==> src/rtl/bpfd_pkg.sv <==
// ----------------------------------------------------------------------------
// bpfd_pkg - shared types and constants for the packet FIFO
// Command and status codes, controller states and the per-cell control word.
// ----------------------------------------------------------------------------
package bpfd_pkg;

    localparam int DEPTH_DEF     = 64;
    localparam int NODE_BITS_DEF = 16;
    localparam int TIME_BITS_DEF = 30;

    localparam int CMD_BITS    = 2;
    localparam int STATUS_BITS = 3;
    localparam int LIMIT_BITS  = 7;
    localparam int COUNT_BITS  = 7;

    localparam logic [LIMIT_BITS-1:0] LIMIT_RESET = 7'd64;
    localparam logic [COUNT_BITS-1:0] COUNT_MAX   = 7'd127;

    typedef enum logic [CMD_BITS-1:0] {
        CMD_ADD = 2'd0,
        CMD_FWD = 2'd1,
        CMD_CNT = 2'd2,
        CMD_NOP = 2'd3
    } t_cmd;

    typedef enum logic [STATUS_BITS-1:0] {
        ST_ADDED = 3'd0,
        ST_DUP   = 3'd1,
        ST_FWD   = 3'd2,
        ST_EMPTY = 3'd3,
        ST_COUNT = 3'd4
    } t_status;

    typedef enum logic [1:0] {
        S_IDLE,
        S_EVAL,
        S_DONE
    } t_state;

    // per-cell control: take neighbor entry, take new entry, capture compares
    typedef struct packed {
        logic shift;
        logic load;
        logic sample;
    } t_cell_ctrl;

endpackage

==> src/rtl/bpfd_cell.sv <==
// ----------------------------------------------------------------------------
// bpfd_cell - one storage cell of the packet chain
// Holds one entry, shifts toward the head, compares against the query.
// ----------------------------------------------------------------------------
module bpfd_cell #(
    parameter int NODE_BITS = 16,
    parameter int TIME_BITS = 30
) (
    input  logic                  i_clk,
    input  logic                  i_rst_n,
    input  bpfd_pkg::t_cell_ctrl  i_ctrl,
    input  logic                  i_nb_valid,
    input  logic [NODE_BITS-1:0]  i_nb_src,
    input  logic [NODE_BITS-1:0]  i_nb_dst,
    input  logic [TIME_BITS-1:0]  i_nb_ts,
    input  logic [NODE_BITS-1:0]  i_q_src,
    input  logic [NODE_BITS-1:0]  i_q_dst,
    input  logic [TIME_BITS-1:0]  i_q_ts,
    input  logic [TIME_BITS-1:0]  i_q_lo,
    input  logic [TIME_BITS-1:0]  i_q_hi,
    output logic                  o_valid,
    output logic [NODE_BITS-1:0]  o_src,
    output logic [NODE_BITS-1:0]  o_dst,
    output logic [TIME_BITS-1:0]  o_ts,
    output logic                  o_hit_dup,
    output logic                  o_hit_cnt
);
    import bpfd_pkg::*;

    logic                 r_valid;
    logic [NODE_BITS-1:0] r_src;
    logic [NODE_BITS-1:0] r_dst;
    logic [TIME_BITS-1:0] r_ts;
    logic                 r_hit_dup;
    logic                 r_hit_cnt;
    logic                 n_hit_dup;
    logic                 n_hit_cnt;

    assign n_hit_dup = r_valid && (r_src == i_q_src) && (r_dst == i_q_dst)
                       && (r_ts == i_q_ts);
    assign n_hit_cnt = r_valid && (r_dst == i_q_dst)
                       && (r_ts >= i_q_lo) && (r_ts <= i_q_hi);

    always_ff @(posedge i_clk) begin
        if (!i_rst_n) begin
            r_valid   <= 1'b0;
            r_hit_dup <= 1'b0;
            r_hit_cnt <= 1'b0;
        end else begin
            // new entry wins over the shift when both land here
            if (i_ctrl.load) begin
                r_valid <= 1'b1;
            end else if (i_ctrl.shift) begin
                r_valid <= i_nb_valid;
            end
            if (i_ctrl.sample) begin
                r_hit_dup <= n_hit_dup;
                r_hit_cnt <= n_hit_cnt;
            end
        end
    end

    always_ff @(posedge i_clk) begin
        if (i_ctrl.load) begin
            r_src <= i_q_src;
            r_dst <= i_q_dst;
            r_ts  <= i_q_ts;
        end else if (i_ctrl.shift) begin
            r_src <= i_nb_src;
            r_dst <= i_nb_dst;
            r_ts  <= i_nb_ts;
        end
    end

    assign o_valid   = r_valid;
    assign o_src     = r_src;
    assign o_dst     = r_dst;
    assign o_ts      = r_ts;
    assign o_hit_dup = r_hit_dup;
    assign o_hit_cnt = r_hit_cnt;

endmodule

==> config.mk <==
export PLATFORM = sky130hd
export DESIGN_NAME = bpfd_cell
export DESIGN_NICKNAME = d
export VERILOG_FILES = /design/src/rtl/bpfd_pkg.sv /design/src/rtl/bpfd_cell.sv
export SDC_FILE = /design/constraint.sdc
export NUM_CORES = 1
export LEC_CHECK = 0
export BUFFER_PORTS_ARGS = -buffer_cell sky130_fd_sc_hd__buf_2
export CORE_MARGIN = 5
export CORE_UTILIZATION = 42
export DETAILED_ROUTE_END_ITERATION = 16
export PLACE_DENSITY = 0.87
export SYNTH_ARGS = -nofsm -noshare
export SYNTH_HDL_FRONTEND = slang
export SYNTH_SLANG_ARGS = --single-unit
export TNS_END_PERCENT = 30
==> constraint.sdc <==
create_clock -name i_clk -period 1.9 [get_ports i_clk]
set_input_delay 0.095 -clock i_clk [delete_from_list [all_inputs] [get_ports i_clk]]
set_output_delay 0.095 -clock i_clk [all_outputs]
set_load 0.01 [all_outputs]
==> metrics <==
outcome finished with violations; violated checks negative setup slack; final-report setup violation count 2; Req. time, crit path between 2 and 2.5 ns; CTS buffer count 9; placed cell area roughly 6600 um^2; largest net degree at the start of global routing between 60 and 70; GR Overflow Total 0; first-pass GRT wire length between 20,000 and 25,000 um; Peak VDD IR ~720 uV; detailed placement HPWL roughly 14,000 um; top-count cell post-synth inv_1; total track usage 0.226; setup TNS -0.204 ns; final instance area approximately 7000 um^2; io pins about 260; sink count of the clock tree 65; synth warn 0; Synth Register Bits between 60 and 70; final WL roughly 17,000 um; Seq/Total Area, Yosys 0.390; Port Buffer Count roughly 250; setup ws final -0.197 ns; worst-path maximum fanout 3; Initial Utilization 0.430; WHS roughly 0.043 ns; RSZ-0062 raised after global routing true; Startpoint Class flip-flop; Yosys top cell area share 0.378; Arrival @ worst endpoint ~2.3 ns; Initial DRC Count about 190; clk_lat worst skew around 0.33 ns; Setup Skew ~0.0064 ns; post-layout minimum cycle time between 2 and 2.5 ns; CTS tree built; DR WL/cell 18.7 um; Area Growth Syn to Fin 44.6%; area of the die 14,000 um^2; Mapped Cells 443; CP Capture Type flip-flop; Post-Route Utilization 0.621; Slew @ Worst Pin 0.921 ns; Slew Limit Fails 0; Final ANT Viol Nets 0; die height between 100 and 150 um; MaxCap Viol Count 0; vias in the first global route around 4,900; Leakage between 3 and 4 nW; library cells used by synthesis 46; Pre-Repair DR Iteration Count 4; pre-CTS setup slack -0.146 ns; DR vias/cell about 5; Vias between 4,000 and 5,000; Top FF cell, synth edfxtp_1; layout cells sized above 1 0.525; leading area contributor after synthesis edfxtp_1; Reg2Reg Setup Slack -0.20 ns; Slew HR 0.386; Fin. Hold Viols 0; Post-synth EDFFs 62; GPL Wtd Cong between 0.9 and 1; Cell Area, Synth 4930 um^2; fmax between 0.4 and 0.5 GHz; pwr/cell area ~730 nW/um^2; ys async rst share 0; Bufs on Longest Clock Path 2; fin crit share 1.10; initial antenna violation count 3; number of fillers in the final layout ~950; Core Area about 11,000 um^2; crit path kind flip-flop to flip-flop; H-tree levels 3; Syn Area/Cell about 11 um^2; DRC viols 0; worst hold path type primary input to flip-flop; Site Rows 39; synth top area cells edfxtp_1 (38%), ha_1 (15%), mux2_2 (13%); syn nets 693; clk root buf clkbuf_16; fin nets just under 1,000; die width approximately 120 um; Commonest cells post-synth inv_1 (66), edfxtp_1 (62), ha_1 (60); clock slew at reported path FFs about 0.06 ns
[report_power, final]
part	switching (mW)	internal [mW]	leakage, nW
clock network	0.642	1.15	0.152
logic	0.761	0.754	2.70
registers	0.122	1.76	0.656
total	1.52	3.66	3.51
[path summary, 6_finish.rpt]
check / startpoint / end / depth (start not counted)
max: o_ts[18] / o_hit_cnt / 9
min reg2reg: o_hit_dup / o_hit_dup / 3
max reg2reg: o_ts[18] / o_hit_cnt / 9
min: i_nb_src[15] / o_src[15] / 2
[final cells by class]
type,count,area (um^2),share of cell area
Multi-Input combinational cell,305,2880,0.404
Clock buffer,9,225,0.0316
Sequential cell,65,1920,0.270
Antenna cell,2,5.00,0.000702
Timing Repair Buffer,293,1580,0.221
Clock inverter,7,93.8,0.0132
Tap cell,143,179,0.0251
Inverter,66,248,0.0348
[cell usage in the layout, fill, tap and decap left out, types with 3 or more instances in the layout]
cell	synthesis	final
a21oi_1	23	23
a221oi_1	3	3
buf_2	0	254
buf_4	0	38
clkbuf_16	0	9
dfxtp_1	3	3
edfxtp_1	62	62
ha_1	60	53
ha_4	0	7
inv_1	66	66
mux2_1	5	5
mux2_2	58	58
nand2_1	15	15
nand3_1	5	5
nand4_1	12	12
nor2_1	4	4
nor2b_1	5	5
nor4_1	13	8
nor4_2	0	5
o21ai_0	9	9
xnor2_1	15	15
xor2_1	42	42
[metal layers]
layer / up-vias / share of wire / global-route usage
met5: - / 0.00066 / 0
met4: 2 / 0.037 / 0.0810
met3: 46 / 0.081 / 0.0788
met2: 197 / 0.50 / 0.406
met1: 2098 / 0.38 / 0.246
li1: 2209 / - / -
[state kept, by name, indices dropped and copies added (netlist names)]
register,count
o_valid,1
o_hit_cnt,1
o_src,16
o_ts,30
o_dst,16
o_hit_dup,1
[worst max-delay path, cell delays in order (launching register included)]
cell and delay, ns:
edfxtp_1 0.45, ha_1 0.31, nand2_1 0.11, nor4_2 0.06
buf_4 0.14, buf_4 0.12, a221o_1 0.34, o2bb2ai_2 0.13
a31oi_1 0.10, a311oi_1 0.24
[kinds of logic after synthesis]
kind of cell / after synthesis / synth area share
compound gates: 54 / 0.0686
flops: 65 / 0.390
buf+inv: 73 / 0.0556
xor+xnor: 57 / 0.101
simple gates: 71 / 0.0883
fa+ha+maj: 60 / 0.152
mux: 63 / 0.144
[stage by stage]
step	std cells	power (mW)
finish	890	5.18
global route	890	5.46
CTS	885	5.16
detailed placement	869	3.34
global placement	869	3.29
floorplan	443	2.62
[timing repair]
action,CTS,global route
hold buffers,0,0
hold endpoints to repair,0,0
setup buffers,0,4
setup endpoints to repair,2,2
gates resized for setup,6,12
pin swaps,2,13
(Power assumes the default switching activity.)
